[config.mk]
export PLATFORM = sky130hd
export DESIGN_NAME = omr_ctrl
export DESIGN_NICKNAME = d
export VERILOG_FILES = /design/src/hdl/obstacle_map_rasterizer_macros.svh /design/src/hdl/omr_pkg.sv /design/src/hdl/omr_ctrl.sv
export SDC_FILE = /design/constraint.sdc
export NUM_CORES = 1
export LEC_CHECK = 0
export ABC_CLOCK_PERIOD_IN_PS = 2000
export BUFFER_PORTS_ARGS = -buffer_cell sky130_fd_sc_hd__buf_2
export CORE_MARGIN = 2
export CORE_UTILIZATION = 48
export DETAILED_ROUTE_END_ITERATION = 6
export GPL_TIMING_DRIVEN = 0
export PLACE_DENSITY_LB_ADDON = 0.3
export SETUP_SLACK_MARGIN = 0.02
export SLEW_MARGIN = 30
export SYNTH_ARGS = -nofsm -noshare
export SYNTH_HDL_FRONTEND = slang
export SYNTH_SLANG_ARGS = --single-unit
[constraint.sdc]
create_clock -name clk -period 2 [get_ports clk]
set_input_delay 0.3 -clock clk [delete_from_list [all_inputs] [get_ports clk]]
set_output_delay 0.3 -clock clk [all_outputs]
set_load 0.02 [all_outputs]
[src/hdl/obstacle_map_rasterizer_macros.svh]
// assertion macros used by the rasterizer top level
`ifndef OBSTACLE_MAP_RASTERIZER_MACROS_SVH
`define OBSTACLE_MAP_RASTERIZER_MACROS_SVH

// same-cycle implication on clk, quiet while in reset
`define OMR_ASSERT_NOW(label, pre, post) \
	label: assert property (@(posedge clk) disable iff (!arst_n) (pre) |-> (post)) \
		else $error("rasterizer check failed");

// next-cycle implication on clk, quiet while in reset
`define OMR_ASSERT_NEXT(label, pre, post) \
	label: assert property (@(posedge clk) disable iff (!arst_n) (pre) |=> (post)) \
		else $error("rasterizer check failed");

`endif

[src/hdl/omr_pkg.sv]
`timescale 1ns / 1ps
package omr_pkg;

	localparam int MAX_ROWS_DEF = 256;
	localparam int MAX_COLS_DEF = 256;

	localparam logic [15:0] PPM_RESET  = 16'd5120;
	localparam logic [8:0]  ROWS_RESET = 9'd256;
	localparam logic [8:0]  COLS_RESET = 9'd256;

	localparam logic [1:0] CFG_PPM  = 2'd0;
	localparam logic [1:0] CFG_ROWS = 2'd1;
	localparam logic [1:0] CFG_COLS = 2'd2;

	// scaled coordinate (Q.16 pixels), doubled bounds, offsets, magnitudes, squares
	localparam int PW    = 37;
	localparam int BW    = 39;
	localparam int DW    = 38;
	localparam int MW    = 37;
	localparam int SQ_LO = 19;
	localparam int SQW   = 2 * MW;
	localparam int TW    = 76;

	typedef enum logic [1:0] {
		MODE_CLEAR = 2'd0,
		MODE_RECT  = 2'd1,
		MODE_DISC  = 2'd2,
		MODE_READ  = 2'd3
	} omr_mode_t;

	typedef enum logic [1:0] {
		SQ_CX  = 2'd0,
		SQ_E0  = 2'd1,
		SQ_RAD = 2'd2
	} omr_sq_sel_t;

	typedef struct packed {
		logic        load;
		logic        prep;
		logic        sq_start;
		logic        sq_capture;
		omr_sq_sel_t sq_sel;
		logic        scan;
		logic        clear;
		logic        read;
		logic        resp_load;
	} omr_cmd_t;

	typedef struct packed {
		omr_mode_t mode;
		logic      empty_area;
		logic      rad_neg;
		logic      sq_done;
		logic      scan_last;
		logic      clr_last;
	} omr_status_t;

endpackage

[src/hdl/omr_ctrl.sv]
`timescale 1ns / 1ps
module omr_ctrl (
	input  logic                 clk,
	input  logic                 arst_n,
	input  logic                 s_tvalid,
	output logic                 s_tready,
	output logic                 m_tvalid,
	input  logic                 m_tready,
	input  omr_pkg::omr_status_t status,
	output omr_pkg::omr_cmd_t    cmd
);
	import omr_pkg::*;

	typedef enum logic [7:0] {
		ST_INIT    = 8'b0000_0001,
		ST_IDLE    = 8'b0000_0010,
		ST_PREP    = 8'b0000_0100,
		ST_SQ_GO   = 8'b0000_1000,
		ST_SQ_WAIT = 8'b0001_0000,
		ST_SCAN    = 8'b0010_0000,
		ST_CLEAR   = 8'b0100_0000,
		ST_RESP    = 8'b1000_0000
	} omr_state_t;

	omr_state_t  state_q, state_d;
	omr_sq_sel_t sel_q, sel_d;
	logic        out_valid_q;

	always_comb begin
		state_d  = state_q;
		sel_d    = sel_q;
		s_tready = 1'b0;
		cmd      = '0;
		cmd.sq_sel = sel_q;
		unique case (state_q)
			ST_INIT: begin
				cmd.clear = 1'b1;
				if (status.clr_last) begin
					state_d = ST_IDLE;
				end
			end
			ST_IDLE: begin
				s_tready = 1'b1;
				if (s_tvalid) begin
					cmd.load = 1'b1;
					state_d  = ST_PREP;
				end
			end
			ST_PREP: begin
				cmd.prep = 1'b1;
				unique case (status.mode)
					MODE_CLEAR: state_d = ST_CLEAR;
					MODE_RECT:  state_d = status.empty_area ? ST_RESP : ST_SCAN;
					MODE_DISC: begin
						if (status.empty_area || status.rad_neg) begin
							state_d = ST_RESP;
						end else begin
							sel_d   = SQ_CX;
							state_d = ST_SQ_GO;
						end
					end
					MODE_READ: begin
						cmd.read = 1'b1;
						state_d  = ST_RESP;
					end
					default: state_d = ST_RESP;
				endcase
			end
			ST_SQ_GO: begin
				cmd.sq_start = 1'b1;
				state_d      = ST_SQ_WAIT;
			end
			ST_SQ_WAIT: begin
				if (status.sq_done) begin
					cmd.sq_capture = 1'b1;
					case (sel_q)
						SQ_CX: begin
							sel_d   = SQ_E0;
							state_d = ST_SQ_GO;
						end
						SQ_E0: begin
							sel_d   = SQ_RAD;
							state_d = ST_SQ_GO;
						end
						default: state_d = ST_SCAN;
					endcase
				end
			end
			ST_SCAN: begin
				cmd.scan = 1'b1;
				if (status.scan_last) begin
					state_d = ST_RESP;
				end
			end
			ST_CLEAR: begin
				cmd.clear = 1'b1;
				if (status.clr_last) begin
					state_d = ST_RESP;
				end
			end
			ST_RESP: begin
				// wait for the output slot to free up
				if (!out_valid_q || m_tready) begin
					cmd.resp_load = 1'b1;
					state_d       = ST_IDLE;
				end
			end
			default: state_d = ST_IDLE;
		endcase
	end

	always_ff @(posedge clk or negedge arst_n) begin
		if (!arst_n) begin
			state_q     <= ST_INIT;
			sel_q       <= SQ_CX;
			out_valid_q <= 1'b0;
		end else begin
			state_q <= state_d;
			sel_q   <= sel_d;
			if (cmd.resp_load) begin
				out_valid_q <= 1'b1;
			end else if (m_tready) begin
				out_valid_q <= 1'b0;
			end
		end
	end

	assign m_tvalid = out_valid_q;

endmodule

**Word-level counts from Yosys, hierarchy flattened**

Index checks and enable logic that the tools add are counted.

- Eq/ne operators: 21
- Muxes and demuxes: 31
- Reductions and logical operators: 11

Operators by type and width:

| cell | number |
|---|---|
| $mux 8 | 8 |
| $pmux 8 s8 | 1 |
| $pmux 8 s4 | 1 |
| $mux 1 | 15 |
| $ne 2x2->1 const B | 7 |
| $eq 8x1->1 const B | 1 |
| $eq 8x2->1 const B | 1 |
| $eq 8x3->1 const B | 1 |
| $eq 8x4->1 const B | 1 |
| $eq 8x5->1 const B | 1 |
| $eq 8x6->1 const B | 1 |
| $eq 8x7->1 const B | 1 |
| $eq 8x8->1 const B | 1 |
| $pmux 2 s2 | 2 |
| $mux 2 | 3 |
| $mux 6 | 1 |
| $reduce_and 6->1 | 1 |
| $reduce_and 5->1 | 1 |
| $eq 2x1->1 const B | 2 |
| $eq 2x2->1 const B | 2 |
| $logic_not 2->1 | 2 |
| $reduce_bool 2->1 | 2 |
| $reduce_or 2->1 | 2 |
| $ne 3x3->1 const B | 1 |
| 3 further kinds | 4 |

- Bits in registers: 11
- Bits of input ports: 11
- Logic and storage cells: 66

**Longest topological paths before layout**

Gate-level depths: netlist of run 1.

- Word-level depth: 5
- Mapped depth: 5
- Depth with buffers taken out: 5

**Least setup slack after synthesis of run 1**

OpenSTA, ideal clock, no wires.

- Kind: flip-flop to output port
- From: register state_q[7]
- To: output port cmd[9] (netlist name)
- Data arrival time: 1486 ps
- Required time: 1700 ps
- Setup slack: 214 ps
- Cell stages (with the launch flop): 5
- Buffers on the path: 0
- Cell sequence: dfrtp_1 nor4_4 nand4b_1 inv_1 and2_1

RTL lines:

| what | RTL line | source |
|---|---|---|
| from (decl) | omr_ctrl.sv:25 | `omr_state_t state_q, state_d;` |
| from (signal assigned) | omr_ctrl.sv:118 | `state_q <= state_d;` |
| to (decl) | omr_ctrl.sv:10 | `output omr_pkg::omr_cmd_t cmd` |

==> results.py, run 1 <==
metrics = {
    "synth": {
        "yosys.area_share.simple_pct": 38.9,
        "synthArstFlopShare_pct": 100,
        "synth_mux_area_share_pct": 1.58,
        "synth_common_cells": "dfrtp_1 (10), nor2_1 (5)",
        "synth_edf_count": 0,
        "synth.most_common_cell": "dfrtp_1",
        "ys_top_cells_by_area": "dfrtp_1 (35%), nor4_4 (6.0%), nand4b_2 (4.2%), dfstp_2 (3.7%), nand4b_1 (3.7%)",
        "yosysSeqAreaShare_pct": 38.7,
        "syn_area_um2": 714,
        "yosys.area.top_type_share_pct": 35.0,
        "synth_cell_types": 35,
        "synthAdderAreaFrac_pct": 0,
        "netlist_instances": 70,
        "avgSynthCellArea_um2": 10.2,
        "synthFlopType": "dfrtp_1",
        "synth-xor-area-share_pct": 1.23,
        "synth_top_family_by_area": "simple AND/OR/NAND/NOR gates",
        "yosysTopAreaCell": "dfrtp_1",
        "yosys_warnings": 0,
        "syn_nets": 81,
        "synth_compound_area_share_pct": 17.5,
        "synth_seq_cells": 11,
    },
    "power_and_ir_drop": {
        "powerDensity_nw_per_um2": 980,
        "power_frac_clock_pct": 15.8,
        "leakagePower_nw": 0.527,
        "swShare_pct": 39.6,
        "switchingPower_mw": 0.414,
        "p_int_mw": 0.630,
        "p_seq_share_pct": 28.8,
        "total_power_mw": 1.04,
        "pwr-share-comb_pct": 55.4,
        "peakVddDrop_mv": 0.553,
    },
    "clock_tree": {
        "cts_max_path_buffers": 2,
        "ctsRootBufferMaster": "clkbuf_4",
        "clock_latency_ns": 0.28,
        "cts_made_buffers": 3,
        "cts.sinks": 11,
        "cts_max_level": 1,
        "cts_tree": "done",
        "path_clk_slew_ns": 0.08,
    },
    "global_route": {
        "antenna_found_initial": 0,
        "grt_pass1_wl_mm": 3.13,
        "grt_util_all_layers_pct": 23.0,
        "overflow": 0,
        "grt_max_degree": 12,
        "grt_pass1_vias": 687,
    },
    "worst_setup_path": {
        "worst_setup_path_start_kind": "flip-flop",
        "slowest_delay_ns": 0.45,
        "crit_fanout": 4,
        "crit_type": "reg2out",
        "cpMaxStageDelayCell": "nor4b_1",
        "cp.required_ns": 1.70,
        "endpoint_kind": "output pin",
        "worst-path-buf-inv": 3,
        "arrival_ns": 1.80,
        "path_delay_family": "simple AND/OR/NAND/NOR gates",
        "path_cells": "buf_4, nor4b_1, a22oi_1, inv_1, buf_2",
    },
    "floorplanning": {
        "fp-row-count": 13,
        "core_um2": 1350,
        "die_area_um2": 1810,
        "die_w_um": 42.6,
        "start_util_pct": 52.9,
        "die_h_um": 42.6,
        "pin_count": 23,
    },
    "min_path": {
        "hold_class": "in2reg",
    },
    "sta": {
        "slew_headroom_pct": 69.6,
        "fmax_ghz": 0.476,
        "worst_pin_slew_ns": 0.449,
        "setup_viol": 1,
        "fin_skew_ns": 0.00192,
        "period_needed_ns": 2.10,
        "drv_slew": 0,
        "layout_setup_ws_ns": -0.102,
        "hold_viol": 0,
        "rsz0062_at_grt": "true",
        "period_share_pct": 105,
    },
    "finish": {
        "syn2layout_area_growth_pct": 49.0,
        "fillers": 90,
        "fin_nets": 127,
        "final_util_pct": 78.9,
        "drive_above_1_share_pct": 51.3,
        "diodes": 0,
    },
    "placed_design": {
        "gp_congestion": 0.770,
        "portBuffers": 22,
        "detailed_place_hpwl_mm": 1.31,
    },
    "route": {
        "ant_nets": 0,
        "wirelength_mm": 2.06,
        "remaining_drc_errors": 0,
        "dr.pass1.iters": 4,
        "viasPerCell": 6.02,
        "via_count": 783,
        "drtIter0Drc": 22,
        "wire_per_inst_um": 15.9,
    },
    "run_status": {
        "violations": "negative setup slack",
        "status": "finished, violations left",
    },
    "flow_run": {
        "maxCapViolCount": 0,
    },
}
layout by cell type, fill, tap and decap left out, types with 2 or more instances in the layout:
cell type  instances
a21oi_1            2
a22oi_1            2
and2_1             2
and4b_2            2
buf_2             16
buf_4             22
buf_6              2
clkbuf_4           3
dfrtp_1            6
dfrtp_2            4
inv_1              2
nand2_1            3
nand2b_1           3
nand4b_1           3
nor2_1             5
nor3_1             2
nor3b_1            3
nor4_4             2
o211ai_1           3
o22ai_1            2
metal layers:
layer / part of all wire [%] / vias up / wire length (um) / GRT usage [%]
li1: - / 372 / - / -
met1: 42 / 359 / 866 / 29.4
met2: 48 / 46 / 992 / 38.2
met3: 7.8 / 6 / 162 / 4.74
met4: 2.1 / 0 / 43 / 8.13
met5: 0 / - / 0 / 0
power by group through the flow:
stage	clock [mW]	combinational, mW	sequential [mW]
detailed placement	0	0.346	0.308
global route	0.176	0.619	0.306
global placement	0	0.336	0.304
floorplan	0	0.247	0.303
finish	0.165	0.578	0.301
CTS	0.164	0.453	0.301
state kept, by name, indices dropped and copies added, names as in the netlist:
signal and count:
sel_q 2, m_tvalid 1, state_q 8
timing repair:
item	4_1_cts	5_1_grt
endpoints found under the hold margin	10	0
hold buffers	1	0
pin swaps	3	6
setup endpoints to repair	6	8
setup buffers	9	9
resized for setup	8	11
final cells by class:
class                      count  area, um2  share of cell area [%]
clock buffer                   4       26.3                    2.47
timing repair buffer          41        278                    26.1
inverter                       4       17.5                    1.65
sequential                    11        282                    26.4
multi-input combinational     55        443                    41.6
tap                           15       18.8                    1.76
final timing paths:
| check | startpoint | endpoint | slack [ns] | depth (start not counted) |
|---|---|---|---|---|
| hold / removal | status[0] | state_q[0]$_DFFE_PN1P_ | 0.17 | 2 |
| setup reg to reg | state_q[7]$_DFFE_PN0P_ | state_q[7]$_DFFE_PN0P_ | 0.09 | 5 |
| hold reg to reg | m_tvalid$_DFFE_PN0P_ | m_tvalid$_DFFE_PN0P_ | 0.59 | 2 |
| min in group asynchronous | arst_n | m_tvalid$_DFFE_PN0P_ | 0.41 | 2 |
| max in group asynchronous | arst_n | state_q[0]$_DFFE_PN1P_ | 1.32 | 2 |
| setup / recovery | state_q[7]$_DFFE_PN0P_ | cmd[2] | -0.10 | 5 |
metrics by stage:
step	TNS (ns)	hold WS, ns	setup WS, ns	std cells	instance area, um2
after floorplan	0	0.00441	0.214	70	714
after global placement	0	0.187	0.148	107	843
after detailed placement	0	0.185	0.108	107	843
after CTS	0	0.165	0.00675	121	966
after global routing	-0.287	0.164	-0.185	130	1060
final	-0.102	0.167	-0.102	130	1060
logic make-up (layout without fill, tap and decap cells):
logic type / count (synthesis) / in the layout
buf+inv: 4 / 49
compound gates: 17 / 17
flops: 11 / 11
mux: 1 / 1
simple gates: 36 / 36
xor+xnor: 1 / 1
Power figures use the tool's default switching activity.
==> run 2: changes to the inputs <==
ABC_AREA = 1   (was unset)
CORE_UTILIZATION = 50   (was 48)
==> results.py, run 2 <==
metrics = {
    "sta": {
        "worst_pin_slew_ns": 0.245,
        "whs_ns": 0.150,
        "drv_slew": 0,
        "setup_viol": 0,
        "hold_viol": 0,
        "layout_setup_ws_ns": 0.231,
        "slew_headroom_pct": 83.7,
        "fin_skew_ns": 0.000596,
        "tns_ns": 0,
        "rsz0062_at_grt": "false",
        "period_share_pct": 88.5,
        "fmax_ghz": 0.565,
        "period_needed_ns": 1.77,
    },
    "finish": {
        "mostFrequentLayoutCell": "buf_2",
        "syn2layout_area_growth_pct": 20.0,
        "final_cells": 151,
        "final_cell_mix": "buf_2 (22), nand2_1 (18), inv_1 (16), nor2_1 (15), dfrtp_1 (10)",
        "diodes": 0,
        "fin_nets": 147,
        "drive_above_1_share_pct": 39.3,
        "largest_register_ffs": 8,
        "largest_register": "state_q",
    },
    "synth": {
        "yosys_warnings": 0,
        "synthArstFlopShare_pct": 100,
        "ys_top_cells_by_area": "dfrtp_1 (30%), nand2_1 (8.1%), nor2_4 (8.1%), inv_1 (7.2%), nand2_2 (6.8%)",
        "avgSynthCellArea_um2": 7.69,
        "synth_common_cells": "nand2_1 (18), inv_1 (16), nor2_1 (15)",
        "synth_edf_count": 0,
        "synth_seq_cells": 11,
        "yosys.area.top_type_share_pct": 30.1,
        "synth_cell_types": 20,
        "yosysTopAreaCell": "dfrtp_1",
        "syn_area_um2": 831,
        "synthFlopType": "dfrtp_1",
        "syn_nets": 119,
        "yosysSeqAreaShare_pct": 33.3,
        "synth.most_common_cell": "nand2_1",
        "netlist_instances": 108,
    },
    "floorplanning": {
        "start_util_pct": 54.5,
        "die_w_um": 44.8,
        "pin_count": 23,
        "die_h_um": 44.8,
        "fp-row-count": 14,
        "core_um2": 1520,
        "die_area_um2": 2000,
    },
    "worst_setup_path": {
        "cp.required_ns": 1.70,
        "worst_setup_path_start_kind": "flip-flop",
        "path_cells": "nor2_2, nand2_4, nor4_1, buf_2",
        "worst-path-buf-inv": 1,
        "cpMaxStageDelayCell": "dfrtp_1",
        "endpoint_kind": "output pin",
        "crit_fanout": 7,
        "arrival_ns": 1.47,
        "slowest_delay_ns": 0.42,
        "path_delay_family": "simple AND/OR/NAND/NOR gates",
        "crit_type": "reg2out",
    },
    "power_and_ir_drop": {
        "powerDensity_nw_per_um2": 934,
        "leakagePower_nw": 0.597,
        "total_power_mw": 0.931,
        "peakVddDrop_mv": 0.663,
    },
    "placed_design": {
        "gp_congestion": 0.836,
        "dp_slack_ns": 0.523,
        "dpl.cell_count": 146,
        "detailed_place_hpwl_mm": 1.48,
        "portBuffers": 22,
    },
    "clock_tree": {
        "cts.sinks": 11,
        "cts_made_buffers": 3,
        "ctsRootBufferMaster": "clkbuf_4",
        "cts_tree": "done",
        "cts_max_level": 1,
        "cts_max_path_buffers": 2,
        "path_clk_slew_ns": 0.07,
        "clock_latency_ns": 0.28,
        "post_cts_buffers": 0,
    },
    "min_path": {
        "hold_class": "in2reg",
    },
    "global_route": {
        "grt_util_all_layers_pct": 21.8,
        "grt_pass1_wl_mm": 3.06,
        "antenna_found_initial": 0,
        "grt_pass1_vias": 768,
        "grt_max_degree": 12,
        "overflow": 0,
    },
    "route": {
        "ant_nets": 0,
        "dr.pass1.iters": 4,
        "wire_per_inst_um": 11.8,
        "drtIter0Drc": 20,
        "via_count": 775,
        "wirelength_mm": 1.78,
        "remaining_drc_errors": 0,
        "viasPerCell": 5.13,
    },
    "flow_run": {
        "maxCapViolCount": 0,
    },
    "run_status": {
        "status": "completed",
    },
}
-- run 2: cell types whose count changed after synthesis, moves of 4 or more --
cell,change
inv_1,+13
nand2_1,+15
nand3_1,+7
nor2_1,+10
nand2_4,+5
o21ai_0,+4
nor2_4,+6
nand2_2,+9
-- run 2: area by class of cell --
| cell class | count | area [um2] |
|---|---|---|
| inverters | 18 | 67.6 |
| well taps | 16 | 20.0 |
| multi-input cells | 79 | 487 |
| fillers | 134 | 527 |
| repair buffers | 23 | 120 |
| flip-flops and latches | 11 | 277 |
| clock buffers | 4 | 26.3 |
-- run 2: path summary, 6_finish.rpt --
| kind | start | end | slack, ns | depth (start not counted) |
|---|---|---|---|---|
| worst max-delay path | state_q[5]$_DFFE_PN0P_ | cmd[1] | 0.23 | 4 |
| worst min-delay path | status[0] | state_q[0]$_DFFE_PN1P_ | 0.15 | 2 |
| worst max register to register | state_q[0]$_DFFE_PN1P_ | state_q[6]$_DFFE_PN0P_ | 0.62 | 9 |
| worst min register to register | sel_q[0]$_DFFE_PN0P_ | sel_q[0]$_DFFE_PN0P_ | 0.53 | 2 |
| max in group asynchronous | arst_n | state_q[0]$_DFFE_PN1P_ | 1.31 | 2 |
| min in group asynchronous | arst_n | state_q[2]$_DFFE_PN0P_ | 0.43 | 2 |
-- run 2: cell families after synthesis --
logic type | Yosys count | share of synthesized area, %
compound gates | 5 | 3.01
buf+inv | 18 | 8.13
flops | 11 | 33.3
simple gates | 74 | 55.6
-- run 2: repair_timing --
item	4_1_cts	5_1_grt
hold buffers	1	0
hold endpoints to repair	10	0
resized for setup	0	0
-- run 2: layer usage --
layer	GRT usage [%]	wire, um	vias up
li1	-	-	394
met1	25.7	740	348
met2	36.5	914	26
met3	2.40	66	7
met4	15.8	59	0
met5	0	0	-
-- run 2: where the power goes --
group          internal (mW)  total [mW]  switching, mW
Sequential             0.253       0.288         0.0352
Clock                 0.0775       0.158         0.0807
Combinational          0.153       0.485          0.332
Total                  0.483       0.931          0.448
-- run 2: worst reg2reg max path: stages, from the launching register on --
cell	delay [ns]
dfstp_2	0.57
nor2_4	0.07
nand2_4	0.11
inv_1	0.08
nand3_2	0.09
nand2_4	0.06
nor2_4	0.14
nand2_2	0.06
nand2_1	0.06
nand2_1	0.04
-- run 2: per-stage QoR --
step | utilization, % | cell area [um2]
after CTS | 65.4 | 997
after global routing | 65.4 | 997
final | 65.4 | 997
after floorplan | - | 831
after detailed placement | 63.1 | 961
after global placement | 63.1 | 961
